--- config.mk ---
export PLATFORM = sky130hd
export DESIGN_NAME = fir_decimator_iq
export DESIGN_NICKNAME = d
export VERILOG_FILES = /design/src/design/fdi_pkg.sv /design/src/design/fdi_ram.sv /design/src/design/fdi_mac.sv /design/src/design/fdi_seq.sv /design/src/design/fir_decimator_iq.sv
export VERILOG_INCLUDE_DIRS = /design/src /design/src/design
export SDC_FILE = /design/constraint.sdc
export NUM_CORES = 2
export LEC_CHECK = 0
export BUFFER_PORTS_ARGS = -buffer_cell sky130_fd_sc_hd__buf_4
export CORE_MARGIN = 4
export CORE_UTILIZATION = 53
export DETAILED_ROUTE_END_ITERATION = 8
export GPL_TIMING_DRIVEN = 0
export PLACE_DENSITY = 0.77
export SETUP_SLACK_MARGIN = 0.2
export SYNTH_ARGS = -nofsm -noshare
export SYNTH_HDL_FRONTEND = slang
export SYNTH_HIERARCHICAL = 1
export SYNTH_SLANG_ARGS = --single-unit
--- constraint.sdc ---
create_clock -name clock -period 7.3 [get_ports clock]
set_input_delay 1.825 -clock clock [delete_from_list [all_inputs] [get_ports clock]]
set_output_delay 1.825 -clock clock [all_outputs]
set_load 0.02 [all_outputs]
--- src/design/fir_decimator_iq_assert.svh ---
// Assertion macros shared by the filter modules.
`ifndef FIR_DECIMATOR_IQ_ASSERT_SVH
`define FIR_DECIMATOR_IQ_ASSERT_SVH

// Antecedent implies consequent in the same cycle, masked during reset.
`define FDI_ASSERT_IMPL(label, clk, rst, ante, cons, msg) \
   label: assert property (@(posedge clk) disable iff (rst) (ante) |-> (cons)) \
      else $error(msg);

// Condition must never hold, masked during reset.
`define FDI_ASSERT_NEVER(label, clk, rst, cond, msg) \
   label: assert property (@(posedge clk) disable iff (rst) !(cond)) \
      else $error(msg);

`endif

--- src/design/fdi_pkg.sv ---
package fdi_pkg;

   // Sizing
   localparam int MAX_TAPS    = 64;
   localparam int SAMPLE_BITS = 16;
   localparam int TAP_IDX_W   = $clog2(MAX_TAPS);
   localparam int TAP_CNT_W   = $clog2(MAX_TAPS + 1);
   localparam int DECIM_MAX   = 64;
   localparam int PHASE_W     = $clog2(DECIM_MAX);
   localparam int DECIM_CNT_W = $clog2(DECIM_MAX + 1);
   localparam int PROD_W      = 2 * SAMPLE_BITS;
   localparam int ACC_W       = PROD_W + TAP_IDX_W;

   // Field and register widths
   localparam int CMD_W       = 2;
   localparam int TAP_SEL_W   = 6;
   localparam int DECIM_W     = 7;
   localparam int TAPS_W      = 7;

   typedef enum logic [CMD_W-1:0] {
      CMD_PUSH     = 2'd0,
      CMD_LOAD_TAP = 2'd1,
      CMD_RESTART  = 2'd2
   } cmd_type;

   // Register indexes on the register port (byte address = 4 * index)
   typedef enum logic [1:0] {
      REG_DECIMATION = 2'd0,
      REG_TAPS       = 2'd1,
      REG_IQ_ENABLE  = 2'd2
   } reg_idx_type;

   typedef struct packed {
      logic [DECIM_W-1:0] decimation_factor;
      logic [TAPS_W-1:0]  taps_in_use;
      logic               iq_enable;
   } cfg_type;

   // Memory port requests from the sequencer
   typedef struct packed {
      logic                          coef_we;
      logic [TAP_IDX_W-1:0]          coef_waddr;
      logic signed [SAMPLE_BITS-1:0] coef_wdata;
      logic [TAP_IDX_W-1:0]          coef_raddr;
      logic                          hist_we;
      logic [TAP_IDX_W-1:0]          hist_waddr;
      logic signed [SAMPLE_BITS-1:0] hist_wdata_i;
      logic signed [SAMPLE_BITS-1:0] hist_wdata_q;
      logic [TAP_IDX_W-1:0]          hist_raddr;
   } mem_req_type;

   // Tag travelling with each tap read
   typedef struct packed {
      logic valid;
      logic first;
      logic last;
   } mac_ctl_type;

endpackage

--- src/design/fdi_ram.sv ---
module fdi_ram #(
   parameter int WIDTH = 16,
   parameter int DEPTH = 64
) (
   input  logic                     clock,
   input  logic                     wr_en,
   input  logic [$clog2(DEPTH)-1:0] wr_addr,
   input  logic [WIDTH-1:0]         wr_data,
   input  logic [$clog2(DEPTH)-1:0] rd_addr,
   output logic [WIDTH-1:0]         rd_data
);

   logic [WIDTH-1:0] mem [DEPTH];
   logic [WIDTH-1:0] rd_data_ff;

   // One write port, one registered read port
   always_ff @(posedge clock) begin
      if (wr_en) begin
         mem[wr_addr] <= wr_data;
      end
      rd_data_ff <= mem[rd_addr];
   end

   assign rd_data = rd_data_ff;

endmodule

--- src/design/fdi_mac.sv ---
`include "fir_decimator_iq_assert.svh"

module fdi_mac (
   input  logic                                  clock,
   input  logic                                  reset,
   input  fdi_pkg::mac_ctl_type                  ctl,
   input  logic signed [fdi_pkg::SAMPLE_BITS-1:0] coef,
   input  logic signed [fdi_pkg::SAMPLE_BITS-1:0] hist_i,
   input  logic signed [fdi_pkg::SAMPLE_BITS-1:0] hist_q,
   output logic                                  done,
   output logic signed [fdi_pkg::SAMPLE_BITS-1:0] res_i,
   output logic signed [fdi_pkg::SAMPLE_BITS-1:0] res_q
);

   localparam int S      = fdi_pkg::SAMPLE_BITS;
   localparam int P_W    = fdi_pkg::PROD_W;
   localparam int A_W    = fdi_pkg::ACC_W;
   localparam int FRAC   = S - 1;
   localparam int RND_W  = A_W + 1;
   localparam int SHR_W  = RND_W - FRAC;
   localparam int BIAS   = 1 << (FRAC - 1);
   localparam logic signed [SHR_W-1:0] SAT_HI = SHR_W'((1 << FRAC) - 1);
   localparam logic signed [SHR_W-1:0] SAT_LO = SHR_W'(-(1 << FRAC));

   fdi_pkg::mac_ctl_type    s1_ff, s2_ff;
   logic signed [P_W-1:0]   prod_i_ff, prod_i_in, prod_q_ff, prod_q_in;
   logic signed [A_W-1:0]   acc_i_ff, acc_i_in, acc_q_ff, acc_q_in;
   logic                    done_ff, done_in;

   // Round half up from Q2.30-style sum to Q1.15 and saturate
   function automatic logic signed [S-1:0] round_sat(input logic signed [A_W-1:0] acc);
      logic signed [RND_W-1:0] biased;
      logic signed [SHR_W-1:0] shifted;
      biased  = RND_W'(acc) + RND_W'(BIAS);
      shifted = SHR_W'(biased >>> FRAC);
      if (shifted > SAT_HI) begin
         return S'(SAT_HI);
      end else if (shifted < SAT_LO) begin
         return S'(SAT_LO);
      end
      return S'(shifted);
   endfunction

   // Multiply stage, then accumulate stage
   always_comb begin
      prod_i_in = coef * hist_i;
      prod_q_in = coef * hist_q;
      acc_i_in  = acc_i_ff;
      acc_q_in  = acc_q_ff;
      if (s2_ff.valid) begin
         if (s2_ff.first) begin
            acc_i_in = A_W'(prod_i_ff);
            acc_q_in = A_W'(prod_q_ff);
         end else begin
            acc_i_in = acc_i_ff + A_W'(prod_i_ff);
            acc_q_in = acc_q_ff + A_W'(prod_q_ff);
         end
      end
      done_in = s2_ff.valid && s2_ff.last;
   end

   always_ff @(posedge clock) begin
      if (reset) begin
         s1_ff   <= '0;
         s2_ff   <= '0;
         done_ff <= 1'b0;
      end else begin
         s1_ff   <= ctl;
         s2_ff   <= s1_ff;
         done_ff <= done_in;
      end
      prod_i_ff <= prod_i_in;
      prod_q_ff <= prod_q_in;
      acc_i_ff  <= acc_i_in;
      acc_q_ff  <= acc_q_in;
   end

   assign done  = done_ff;
   assign res_i = round_sat(acc_i_ff);
   assign res_q = round_sat(acc_q_ff);

   // A new tap run never overlaps the tail of the previous one
   `FDI_ASSERT_IMPL(a_first_on_idle_pipe, clock, reset, ctl.valid && ctl.first, !s1_ff.valid && !s2_ff.valid && !done_ff, "tap run started while MAC pipeline busy")

endmodule

--- src/design/fdi_seq.sv ---
`include "fir_decimator_iq_assert.svh"

module fdi_seq (
   input  logic                                  clock,
   input  logic                                  reset,
   input  fdi_pkg::cfg_type                      cfg,
   input  logic                                  req_valid,
   output logic                                  req_stall,
   input  logic [fdi_pkg::CMD_W-1:0]             req_command,
   input  logic signed [fdi_pkg::SAMPLE_BITS-1:0] req_sample_i,
   input  logic signed [fdi_pkg::SAMPLE_BITS-1:0] req_sample_q,
   input  logic [fdi_pkg::TAP_SEL_W-1:0]         req_tap_index,
   input  logic signed [fdi_pkg::SAMPLE_BITS-1:0] req_tap_value,
   output fdi_pkg::mem_req_type                  mem,
   output fdi_pkg::mac_ctl_type                  mac_ctl,
   input  logic                                  mac_done,
   input  logic signed [fdi_pkg::SAMPLE_BITS-1:0] mac_res_i,
   input  logic signed [fdi_pkg::SAMPLE_BITS-1:0] mac_res_q,
   output logic                                  rsp_valid,
   input  logic                                  rsp_stall,
   output logic signed [fdi_pkg::SAMPLE_BITS-1:0] rsp_out_i,
   output logic signed [fdi_pkg::SAMPLE_BITS-1:0] rsp_out_q
);

   localparam int S       = fdi_pkg::SAMPLE_BITS;
   localparam int IDX_W   = fdi_pkg::TAP_IDX_W;
   localparam int CNT_W   = fdi_pkg::TAP_CNT_W;
   localparam int PH_W    = fdi_pkg::PHASE_W;
   localparam int DCNT_W  = fdi_pkg::DECIM_CNT_W;

   typedef enum logic [1:0] {
      ST_IDLE,
      ST_RUN,
      ST_DRAIN,
      ST_HOLD
   } state_type;

   state_type             state_ff, state_in;
   logic [IDX_W-1:0]      wpos_ff, wpos_in;
   logic [CNT_W-1:0]      fill_ff, fill_in;
   logic [PH_W-1:0]       phase_ff, phase_in;
   logic [IDX_W-1:0]      tap_ff, tap_in;
   logic [IDX_W-1:0]      hidx_ff, hidx_in;
   logic                  rsp_valid_ff, rsp_valid_in;
   logic signed [S-1:0]   out_i_ff, out_i_in, out_q_ff, out_q_in;

   logic [CNT_W-1:0]      ntaps, fill_clamp, fill_next, pos_inc;
   logic [IDX_W-1:0]      ntaps_m1, pos, wpos_next;
   logic [DCNT_W-1:0]     decim, phase_inc;
   logic [PH_W-1:0]       phase_next;
   logic                  accept, wrap, emit, out_free, load_out, last_tap;

   function automatic logic [CNT_W-1:0] taps_eff(input logic [fdi_pkg::TAPS_W-1:0] t);
      int unsigned v;
      v = t;
      if (v < 2) v = 2;
      if (v > fdi_pkg::MAX_TAPS) v = fdi_pkg::MAX_TAPS;
      return CNT_W'(v);
   endfunction

   function automatic logic [DCNT_W-1:0] decim_eff(input logic [fdi_pkg::DECIM_W-1:0] d);
      int unsigned v;
      v = d;
      if (v < 1) v = 1;
      if (v > fdi_pkg::DECIM_MAX) v = fdi_pkg::DECIM_MAX;
      return DCNT_W'(v);
   endfunction

   // Effective configuration
   assign ntaps    = taps_eff(cfg.taps_in_use);
   assign ntaps_m1 = IDX_W'(ntaps - CNT_W'(1));
   assign decim    = decim_eff(cfg.decimation_factor);

   assign req_stall = (state_ff != ST_IDLE);
   assign accept    = req_valid && !req_stall;

   // History bookkeeping for a push
   assign pos        = (CNT_W'(wpos_ff) >= ntaps) ? '0 : wpos_ff;
   assign fill_clamp = (fill_ff > ntaps) ? ntaps : fill_ff;
   assign fill_next  = (fill_clamp < ntaps) ? fill_clamp + CNT_W'(1) : fill_clamp;
   assign phase_inc  = DCNT_W'(phase_ff) + DCNT_W'(1);
   assign wrap       = (phase_inc >= decim);
   assign phase_next = wrap ? '0 : PH_W'(phase_inc);
   assign emit       = wrap && (fill_next == ntaps);
   assign pos_inc    = CNT_W'(pos) + CNT_W'(1);
   assign wpos_next  = (pos_inc >= ntaps) ? '0 : IDX_W'(pos_inc);

   // Output register frees when empty or being taken
   assign out_free = !rsp_valid_ff || !rsp_stall;
   assign load_out = out_free && ((state_ff == ST_DRAIN && mac_done) || state_ff == ST_HOLD);
   assign last_tap = (CNT_W'(tap_ff) == ntaps - CNT_W'(1));

   // Next state and memory requests
   always_comb begin
      state_in  = state_ff;
      wpos_in   = wpos_ff;
      fill_in   = fill_ff;
      phase_in  = phase_ff;
      tap_in    = tap_ff;
      hidx_in   = hidx_ff;
      mac_ctl   = '0;

      mem              = '0;
      mem.coef_waddr   = IDX_W'(req_tap_index);
      mem.coef_wdata   = req_tap_value;
      mem.hist_waddr   = pos;
      mem.hist_wdata_i = req_sample_i;
      mem.hist_wdata_q = req_sample_q;
      mem.coef_raddr   = tap_ff;
      mem.hist_raddr   = hidx_ff;

      unique case (state_ff)
         ST_IDLE: begin
            if (accept) begin
               unique case (fdi_pkg::cmd_type'(req_command))
                  fdi_pkg::CMD_PUSH: begin
                     mem.hist_we = 1'b1;
                     fill_in     = fill_next;
                     phase_in    = phase_next;
                     wpos_in     = wpos_next;
                     if (emit) begin
                        state_in = ST_RUN;
                        tap_in   = '0;
                        hidx_in  = pos;
                     end
                  end
                  fdi_pkg::CMD_LOAD_TAP: begin
                     mem.coef_we = (int'(req_tap_index) < fdi_pkg::MAX_TAPS);
                  end
                  fdi_pkg::CMD_RESTART: begin
                     fill_in  = '0;
                     phase_in = '0;
                     wpos_in  = '0;
                  end
                  default: begin
                  end
               endcase
            end
         end
         // One tap read per cycle: coefficient k against k-th newest sample
         ST_RUN: begin
            mac_ctl.valid = 1'b1;
            mac_ctl.first = (tap_ff == '0);
            mac_ctl.last  = last_tap;
            if (last_tap) begin
               state_in = ST_DRAIN;
            end else begin
               tap_in  = tap_ff + IDX_W'(1);
               hidx_in = (hidx_ff == '0) ? ntaps_m1 : hidx_ff - IDX_W'(1);
            end
         end
         ST_DRAIN: begin
            if (mac_done) begin
               state_in = out_free ? ST_IDLE : ST_HOLD;
            end
         end
         ST_HOLD: begin
            if (out_free) begin
               state_in = ST_IDLE;
            end
         end
         default: begin
            state_in = ST_IDLE;
         end
      endcase
   end

   // Output register
   always_comb begin
      rsp_valid_in = rsp_valid_ff;
      out_i_in     = out_i_ff;
      out_q_in     = out_q_ff;
      if (load_out) begin
         rsp_valid_in = 1'b1;
         out_i_in     = mac_res_i;
         out_q_in     = cfg.iq_enable ? mac_res_q : '0;
      end else if (rsp_valid_ff && !rsp_stall) begin
         rsp_valid_in = 1'b0;
      end
   end

   always_ff @(posedge clock) begin
      if (reset) begin
         state_ff     <= ST_IDLE;
         wpos_ff      <= '0;
         fill_ff      <= '0;
         phase_ff     <= '0;
         tap_ff       <= '0;
         rsp_valid_ff <= 1'b0;
      end else begin
         state_ff     <= state_in;
         wpos_ff      <= wpos_in;
         fill_ff      <= fill_in;
         phase_ff     <= phase_in;
         tap_ff       <= tap_in;
         rsp_valid_ff <= rsp_valid_in;
      end
      hidx_ff  <= hidx_in;
      out_i_ff <= out_i_in;
      out_q_ff <= out_q_in;
   end

   assign rsp_valid = rsp_valid_ff;
   assign rsp_out_i = out_i_ff;
   assign rsp_out_q = out_q_ff;

   // Sum completes only while waiting for it
   `FDI_ASSERT_NEVER(a_done_in_drain, clock, reset, mac_done && state_ff != ST_DRAIN, "MAC result arrived outside drain")
   // Holding a result means the output register is still occupied
   `FDI_ASSERT_IMPL(a_hold_output_full, clock, reset, state_ff == ST_HOLD, rsp_valid_ff, "holding result with empty output register")

endmodule

--- src/design/fir_decimator_iq.sv ---
// Decimating FIR filter for real or I/Q samples in Q1.15. Items carry one
// command: push a sample, load one tap coefficient, or restart the history.
// A push that closes a decimation period with a full history starts a sum
// over N taps, N being taps_in_use held to 2..64, and the input stalls until
// the sum is through; other items do not stall it. The taps are summed one
// per cycle through a single read port on the coefficient memory and one on
// the history memory, followed by the RAM read, multiply and accumulate
// registers; rounding happens on the way into the output register. The
// result then sits in that register, so the next item is taken while it
// waits; if the previous result is still waiting there when a new sum
// completes, the input stalls until it is taken. Sums are rounded half up
// and saturated to Q1.15; out_q is zero in real mode. Coefficient and
// history memories are not cleared by reset and must be loaded before use.
module fir_decimator_iq (
   input  logic                                  clock,
   input  logic                                  reset,
   // Input items
   input  logic                                  req_valid,
   output logic                                  req_stall,
   input  logic [fdi_pkg::CMD_W-1:0]             req_command,
   input  logic signed [fdi_pkg::SAMPLE_BITS-1:0] req_sample_i,
   input  logic signed [fdi_pkg::SAMPLE_BITS-1:0] req_sample_q,
   input  logic [fdi_pkg::TAP_SEL_W-1:0]         req_tap_index,
   input  logic signed [fdi_pkg::SAMPLE_BITS-1:0] req_tap_value,
   // Result items
   output logic                                  rsp_valid,
   input  logic                                  rsp_stall,
   output logic signed [fdi_pkg::SAMPLE_BITS-1:0] rsp_out_i,
   output logic signed [fdi_pkg::SAMPLE_BITS-1:0] rsp_out_q,
   // Register port
   input  logic                                  psel,
   input  logic                                  penable,
   input  logic                                  pwrite,
   input  logic [3:0]                            paddr,
   input  logic [31:0]                           pwdata,
   output logic [31:0]                           prdata,
   output logic                                  pready
);

   localparam int S     = fdi_pkg::SAMPLE_BITS;
   localparam int DEPTH = fdi_pkg::MAX_TAPS;

   logic [fdi_pkg::DECIM_W-1:0] decim_ff, decim_in;
   logic [fdi_pkg::TAPS_W-1:0]  taps_ff, taps_in;
   logic                        cplx_ff, cplx_in;
   logic                        csr_wr;
   fdi_pkg::reg_idx_type        csr_index;

   fdi_pkg::cfg_type     cfg;
   fdi_pkg::mem_req_type mem;
   fdi_pkg::mac_ctl_type mac_ctl;
   logic                 mac_done;
   logic signed [S-1:0]  mac_res_i, mac_res_q;
   logic signed [S-1:0]  coef_rd, hist_rd_i, hist_rd_q;
   logic [2*S-1:0]       hist_rd;

   // Register file
   assign pready    = 1'b1;
   assign csr_wr    = psel && penable && pwrite;
   assign csr_index = fdi_pkg::reg_idx_type'(paddr[3:2]);

   always_comb begin
      decim_in = decim_ff;
      taps_in  = taps_ff;
      cplx_in  = cplx_ff;
      if (csr_wr) begin
         unique case (csr_index)
            fdi_pkg::REG_DECIMATION: decim_in = pwdata[fdi_pkg::DECIM_W-1:0];
            fdi_pkg::REG_TAPS:       taps_in  = pwdata[fdi_pkg::TAPS_W-1:0];
            fdi_pkg::REG_IQ_ENABLE:  cplx_in  = pwdata[0];
            default: begin
            end
         endcase
      end
   end

   always_ff @(posedge clock) begin
      if (reset) begin
         decim_ff <= fdi_pkg::DECIM_W'(1);
         taps_ff  <= fdi_pkg::TAPS_W'(64);
         cplx_ff  <= 1'b1;
      end else begin
         decim_ff <= decim_in;
         taps_ff  <= taps_in;
         cplx_ff  <= cplx_in;
      end
   end

   always_comb begin
      unique case (csr_index)
         fdi_pkg::REG_DECIMATION: prdata = 32'(decim_ff);
         fdi_pkg::REG_TAPS:       prdata = 32'(taps_ff);
         fdi_pkg::REG_IQ_ENABLE:  prdata = 32'(cplx_ff);
         default:                 prdata = '0;
      endcase
   end

   assign cfg.decimation_factor = decim_ff;
   assign cfg.taps_in_use       = taps_ff;
   assign cfg.iq_enable         = cplx_ff;

   // Sequencer: bookkeeping, tap loop and output register
   fdi_seq u_seq (
      .clock         (clock),
      .reset         (reset),
      .cfg           (cfg),
      .req_valid     (req_valid),
      .req_stall     (req_stall),
      .req_command   (req_command),
      .req_sample_i  (req_sample_i),
      .req_sample_q  (req_sample_q),
      .req_tap_index (req_tap_index),
      .req_tap_value (req_tap_value),
      .mem           (mem),
      .mac_ctl       (mac_ctl),
      .mac_done      (mac_done),
      .mac_res_i     (mac_res_i),
      .mac_res_q     (mac_res_q),
      .rsp_valid     (rsp_valid),
      .rsp_stall     (rsp_stall),
      .rsp_out_i     (rsp_out_i),
      .rsp_out_q     (rsp_out_q)
   );

   // Coefficient memory
   fdi_ram #(
      .WIDTH (S),
      .DEPTH (DEPTH)
   ) u_coef_ram (
      .clock   (clock),
      .wr_en   (mem.coef_we),
      .wr_addr (mem.coef_waddr),
      .wr_data (mem.coef_wdata),
      .rd_addr (mem.coef_raddr),
      .rd_data (coef_rd)
   );

   // Circular history, I and Q side by side
   fdi_ram #(
      .WIDTH (2 * S),
      .DEPTH (DEPTH)
   ) u_hist_ram (
      .clock   (clock),
      .wr_en   (mem.hist_we),
      .wr_addr (mem.hist_waddr),
      .wr_data ({mem.hist_wdata_i, mem.hist_wdata_q}),
      .rd_addr (mem.hist_raddr),
      .rd_data (hist_rd)
   );

   assign hist_rd_i = hist_rd[2*S-1:S];
   assign hist_rd_q = hist_rd[S-1:0];

   // Multiply-accumulate and rounding
   fdi_mac u_mac (
      .clock  (clock),
      .reset  (reset),
      .ctl    (mac_ctl),
      .coef   (coef_rd),
      .hist_i (hist_rd_i),
      .hist_q (hist_rd_q),
      .done   (mac_done),
      .res_i  (mac_res_i),
      .res_q  (mac_res_q)
   );

endmodule
Word level (Yosys, flattened, before mapping)
Memories as Yosys holds them, arrays and structs flattened. A register that Yosys moved wholly into a read port is not among the register bits.
Index checks and enable logic that the tools add are counted.
- magnitude comparators: 13
- multiplexer cells: 57
- multiply operators: 2
- equal/unequal tests: 16
- bitwise logic cells: 1
- $add $sub $neg: 10
- reductions and logical operators: 29
- operators with widths (operator ; number):
    $mux W16 ; 6
    $add A38 B16 Y39 const B ; 2
    $add A38 B32 Y38 ; 2
    $mux W38 ; 2
    $mux W6 ; 12
    $mul A16 B16 Y32 ; 2
    $gt A24 B16 Y1 const B ; 2
    $lt A24 B16 Y1 const B ; 2
    $pmux W6 S2 ; 4
    $mux W7 ; 6
    $pmux W7 S3 ; 1
    $mux W1 ; 16
    $add A6 B1 Y7 const B ; 2
    $ge A7 B7 Y1 ; 2
    $gt A7 B7 Y1 const B ; 2
    $mux W2 ; 7
    $pmux W7 S2 ; 1
    $logic_not A6 Y1 ; 2
    $ne A2 B1 Y1 const B ; 5
    $eq A2 B2 Y1 const B ; 4
    $logic_and A1 B1 Y1 ; 8
    $pmux W2 S4 ; 1
    $reduce_bool A2 Y1 ; 4
    $add A7 B1 Y7 const B ; 1
    other kinds (22) ; 32
- RAM bits: 3072
- memories: 2
- bits in registers: 228
- bits of input ports: 99
- memory list (name ; words ; width ; rd ports ; clocked after Yosys merged registers in ; write ports ; RTL line ; RTL):
    u_hist_ram.mem ; 64 ; 32 ; 1 ; 1 ; 1 ; fdi_ram.sv:13 ; logic [WIDTH-1:0] mem [DEPTH];
    u_coef_ram.mem ; 64 ; 16 ; 1 ; 1 ; 1 ; fdi_ram.sv:13 ;

Depth between registers and ports, before layout
- depth in word-level cells: 14
- depth in mapped cells: 25
- gate-level depth less buffers: 24

Hierarchy
Netlist, hierarchy kept.
- modules (own cells, without submodules) (module ; area each (um2) ; times used ; cells each ; sequential area each (um2)):
    fdi_ram at u_hist_ram ; 78515.3 ; 1 ; 3324 ; 62139.6
    fdi_ram at u_coef_ram ; 40042.2 ; 1 ; 1829 ; 31069.8
    fdi_mac ; 28969.0 ; 1 ; 3242 ; 3703.6
    fdi_seq ; 4828.4 ; 1 ; 518 ; 1701.6
    fir_decimator_iq ; 983.4 ; 1 ; 109 ; 300.3

Worst setup path before layout
OpenSTA, ideal clock, no wires.
- kind: reg-to-reg
- start: register u_hist_ram.rd_data_ff[19], in the netlist u_hist_ram/rd_data[19], read port of u_hist_ram.mem
- end: register u_mac.prod_i_ff[30]
- setup time: 0.065 ns
- path slack: 1.090 ns
- arrival time: 6.145 ns
- clock period less this slack: 6.210 ns
- cell stages (with the launch flop): 23
- path buffers: 1
- cell sequence: dfxtp_1 > clkbuf_1 > nand2_1 > fa_1 > fa_1 > fa_1 > inv_1 > ha_1 > fa_1 > inv_1 > fa_1 > inv_1 > ha_1 > a21o_1 > a21o_1 > a21oi_2 > o21ai_1 > o21ba_4 > a31oi_2 > a41o_1 > o41a_1 > or4b_1 > nand4b_1
- longest elaborated chain between the ends: 1
- ends and longest elaborated chain (element ; RTL line ; RTL):
    start, declared ; fdi_ram.sv:14 ; logic [WIDTH-1:0] rd_data_ff;
    $mul A16 B16 Y32 ; fdi_mac.sv:46 ; prod_i_in = coef * hist_i;
    via u_mac.prod_i_in[30] ; fdi_mac.sv:26 ; logic signed [P_W-1:0] prod_i_ff, prod_i_in, prod_q_ff, prod_q_in;
    end signal, assigned ; fdi_mac.sv:72 ; prod_i_ff <= prod_i_in;
    end, declared ; fdi_mac.sv:26 ;
The timed path passes the listed nets, and every way through them passes these cells.
A chain may end at the register's enable or synchronous reset.

Worst setup path in the final report
- start: register u_hist_ram.rd_data_ff[18], in the netlist u_hist_ram/rd_data[18], read port of u_hist_ram.mem
- end: register u_mac.prod_i_ff[31]
The elaborated chain is that of the path after synthesis.

==> tab_implementation.tex <==
\begin{tabular}{lr}
\hline
Metric & Value \\
\hline
\multicolumn{2}{l}{\textbf{Logic synthesis}} \\
Commonest cells in the synthesized netlist & edfxtp\_1 (3186), mux4\_2 (764), inv\_1 (722) \\
Gate Count Post-Synth & 9022 \\
Total of flip-flops plus latches after synthesis & 3348 \\
Async set or reset register ratio after synthesis & 0 \\
Seq/Total Area, Yosys & 0.645 \\
Largest area contributor in the netlist & edfxtp\_1 \\
Post-synth EDFFs & 3186 \\
Synth unique cells & 107 \\
Syn avg cell area & 17.0 sq um \\
Top flip-flop cell by instance count after synthesis & edfxtp\_1 \\
Synth warn & 6 \\
Cell with the most instances after synthesis & edfxtp\_1 \\
Cell types with the largest area share after synthesis & edfxtp\_1 (62\%), mux4\_2 (11\%), fa\_1 (6.9\%), ha\_1 (2.3\%), dfxtp\_1 (2.1\%) \\
Cell area after synthesis & 153000 sq um \\
Fraction of synthesized cell area taken by the top area cell type & 0.624 \\
\multicolumn{2}{l}{\textbf{Critical path}} \\
Req. time, crit path & 8.03 ns \\
Highest fanout seen on the critical path & 10 \\
CP startpoint kind & flip-flop \\
Worst endpoint data arrival time & 7.77 ns \\
Setup crit start & u\_hist\_ram/rd\_data[18]\$\_DFF\_P\_ \\
Timing endpoint of the critical path & u\_mac/prod\_i\_ff[31]\$\_DFF\_P\_ \\
Origin of the critical flop-to-flop path & u\_hist\_ram/rd\_data[18]\$\_DFF\_P\_ \\
Register-to-register path setup slack & 0.26 ns \\
Type of element capturing the critical path & flip-flop \\
RR Endpoint & u\_mac/prod\_i\_ff[31]\$\_DFF\_P\_ \\
Worst setup path class & flip-flop to flip-flop \\
Cells on worst reg2reg path & 21 \\
\multicolumn{2}{l}{\textbf{Clocking}} \\
Clock tree buffer depth & 4 \\
Clock tree from TritonCTS & done \\
Sinks on Clock Net & 3348 \\
CTS root buffer & clkbuf\_16 \\
Register clock-pin slew on the reported worst setup and hold paths & 0.06 ns \\
Later-pin clock latency in the skew report & 0.98 ns \\
H-tree levels & 5 \\
Number of buffers created by CTS & 333 \\
\multicolumn{2}{l}{\textbf{Floorplan}} \\
Standard-cell row count & 197 \\
Core Region & 288000 sq um \\
Overall die width & 546 microns \\
Vertical die dimension & 546 microns \\
Initial Utilization & 0.532 \\
Full die area & 298000 sq um \\
I/O pins & 166 \\
\multicolumn{2}{l}{\textbf{Placement}} \\
Detail Placement HPWL & 289 mm \\
Dpl cell area & 161000 sq um \\
Port Buf Inserts & 58 \\
Setup slack after placement & -0.818 ns \\
GP Congestion & 0.980 \\
Total placed cells including tap cells & 13.0k \\
\multicolumn{2}{l}{\textbf{Drt}} \\
1st-iter DRT viols & 14.5k \\
Via density per instance & 6.65 \\
First-pass iteration count of the detailed router & 9 \\
Post-route DRC violation count & 8 \\
Number of nets with antenna violations after routing & 0 \\
Number of vias in the routed layout & 90.5k \\
WL per Instance & 33.5 microns \\
Routed wire length & 456 mm \\
\multicolumn{2}{l}{\textbf{STA}} \\
Worst Skew & 0.0744 ns \\
Final hold violation count & 0 \\
Shortest clock period the worst path allows after layout & 7.04 ns \\
Max-slew headroom at the worst pin & -0.0911 \\
Final setup fails & 0 \\
Aggregate negative setup slack & 0 ns \\
Slew at the pin closest to its max-slew limit & 1.64 ns \\
Final setup slack of the worst path & 0.259 ns \\
Max-slew violation total from the final report & 33 \\
Unrepaired setup endpoints after global routing & yes \\
Share of the cycle needed by the critical path after routing & 0.964 \\
Hold\_ws & 0.444 ns \\
Maximum achievable frequency & 0.142 GHz \\
\multicolumn{2}{l}{\textbf{Flow run}} \\
Number of violations of the max-capacitance limit & 3 \\
\multicolumn{2}{l}{\textbf{Status}} \\
Violations in the final reports & DRC, capacitance limit, slew limit \\
Outcome & complete, but fails checks \\
\multicolumn{2}{l}{\textbf{Cells and area}} \\
Number of cells in the finished layout apart from fillers & 13.6k \\
Core Util, Final & 0.597 \\
Number of nets at the end of the flow & 10.5k \\
Final instance area & 172000 sq um \\
Area added between synthesis and finish & 12.1\% \\
Area of the multi-input gates & 49800 sq um \\
Sequential cell area & 99000 sq um \\
Fraction of layout instances using a drive strength above 1 & 0.201 \\
Fillcell total & 19.8k \\
\multicolumn{2}{l}{\textbf{Global routing}} \\
Overflow after GRT & 0 \\
Overall global routing resource usage & 0.304 \\
First-pass GRT wire length & 652 mm \\
Via count of the first global-routing pass & 91.1k \\
Pin count of the biggest net entering global routing & 66 \\
Antenna violations before repair & 54 \\
\multicolumn{2}{l}{\textbf{Power and ir drop}} \\
PwrDens & 239 nW/um\^{}2 \\
Peak supply drop & 0.000223 V \\
Overall power of the completed layout & 41.1 mW \\
Leakage dissipation & 58.8 nW \\
\multicolumn{2}{l}{\textbf{Min path}} \\
Hold wc startpoint & u\_mac/s1\_ff[0]\$\_SDFF\_PP0\_ \\
Hold/Removal Path Class & flip-flop to flip-flop \\
\hline
\end{tabular}
-- flip-flops by register name (all words and copies together) (netlist names), 6 cells and up --
| signal | flops |
|---|---|
| u_hist_ram/mem | 2048 |
| u_coef_ram/mem | 1024 |
| u_mac/acc_i_ff | 38 |
| u_mac/acc_q_ff | 38 |
| u_hist_ram/rd_data | 32 |
| u_mac/prod_i_ff | 32 |
| u_mac/prod_q_ff | 32 |
| u_coef_ram/rd_data | 16 |
| u_seq/rsp_out_i | 16 |
| u_seq/rsp_out_q | 16 |
| decim_ff | 7 |
| taps_ff | 7 |
| u_seq/fill_ff | 7 |
| u_seq/hidx_ff | 6 |
| u_seq/phase_ff | 6 |
| u_seq/tap_ff | 6 |
| u_seq/wpos_ff | 6 |
-- logic make-up after synthesis --
logic type                 count (synthesis)  synth area share
adders and majority gates                807            0.0916
and+or+nand+nor                         1542            0.0489
DFF                                     3348             0.645
xor gates and xnor gates                 197            0.0115
buffers and inverters                   1220            0.0355
muxes                                   1015             0.129
AOI/OAI and AO/OA                        891            0.0379
other                                      2         0.0000490
-- critical path, stage by stage (launching register included) --
cell and delay (ns):
dfxtp_2 0.49, clkbuf_2 0.33, nand2_1 0.12, fa_1 0.54, fa_1 0.44, fa_1 0.52, inv_1 0.05, fa_1 0.46
fa_1 0.55, inv_1 0.05, fa_1 0.52, inv_1 0.04, ha_1 0.38, nand4_1 0.21, nor4bb_4 0.47, o31ai_4 0.16
a21oi_2 0.29, a31oi_4 0.15, o21ai_1 0.28, a21o_1 0.23, a21oi_2 0.09, xnor2_2 0.46
-- layout by cell type (no fill, tap or decap), drive strengths merged, types with 162 or more instances in the layout --
| master | count |
|---|---|
| a21oi | 229 |
| and2 | 275 |
| buf | 457 |
| clkbuf | 619 |
| dfxtp | 162 |
| edfxtp | 3186 |
| fa | 526 |
| ha | 281 |
| inv | 733 |
| mux2i | 209 |
| mux4 | 768 |
| nand2 | 502 |
| nor2 | 369 |
| o21ai | 190 |
-- where the power goes --
group | total [mW] | leakage, nW | internal, mW | switching, mW
clock network | 16.5 | 4.99 | 9.08 | 7.43
logic | 3.15 | 23.8 | 1.20 | 1.96
registers | 21.4 | 30.0 | 21.3 | 0.177
-- worst min path at each step --
stage,endpoint,cells past startpoint
after floorplan,u_mac/done$_SDFF_PP0_,2
after global placement,u_mac/done$_SDFF_PP0_,2
after detailed placement,u_mac/done$_SDFF_PP0_,2
after CTS,u_mac/s2_ff[0]$_SDFF_PP0_,1
after global routing,u_mac/s2_ff[2]$_SDFF_PP0_,1
final,u_mac/s2_ff[0]$_SDFF_PP0_,1
-- per-layer routing --
metal,vias up,routed length [microns],track usage
li1,35200,-,-
met1,46000,151000,0.383
met2,7516,207000,0.462
met3,1786,65900,0.110
met4,37,32100,0.164
met5,-,411,0
-- repair_timing --
item | CTS | global route
endpoints found under the setup margin | 11 | 8
resized for setup | 94 | 100
setup buffers | 0 | 3
hold buffers | 0 | 0
pin swaps | 1 | 5
-- layout make-up --
type / count / share of cell area
tap: 3781 / 0.0275
sequential: 3348 / 0.576
antenna: 21 / 0.000306
inverter: 724 / 0.0158
clock inverter: 182 / 0.00927
buffer: 496 / 0.0168
clock buffer: 413 / 0.0508
timing repair buffer: 167 / 0.0141
multi-input combinational: 4478 / 0.290
(Power assumes the default switching activity.)
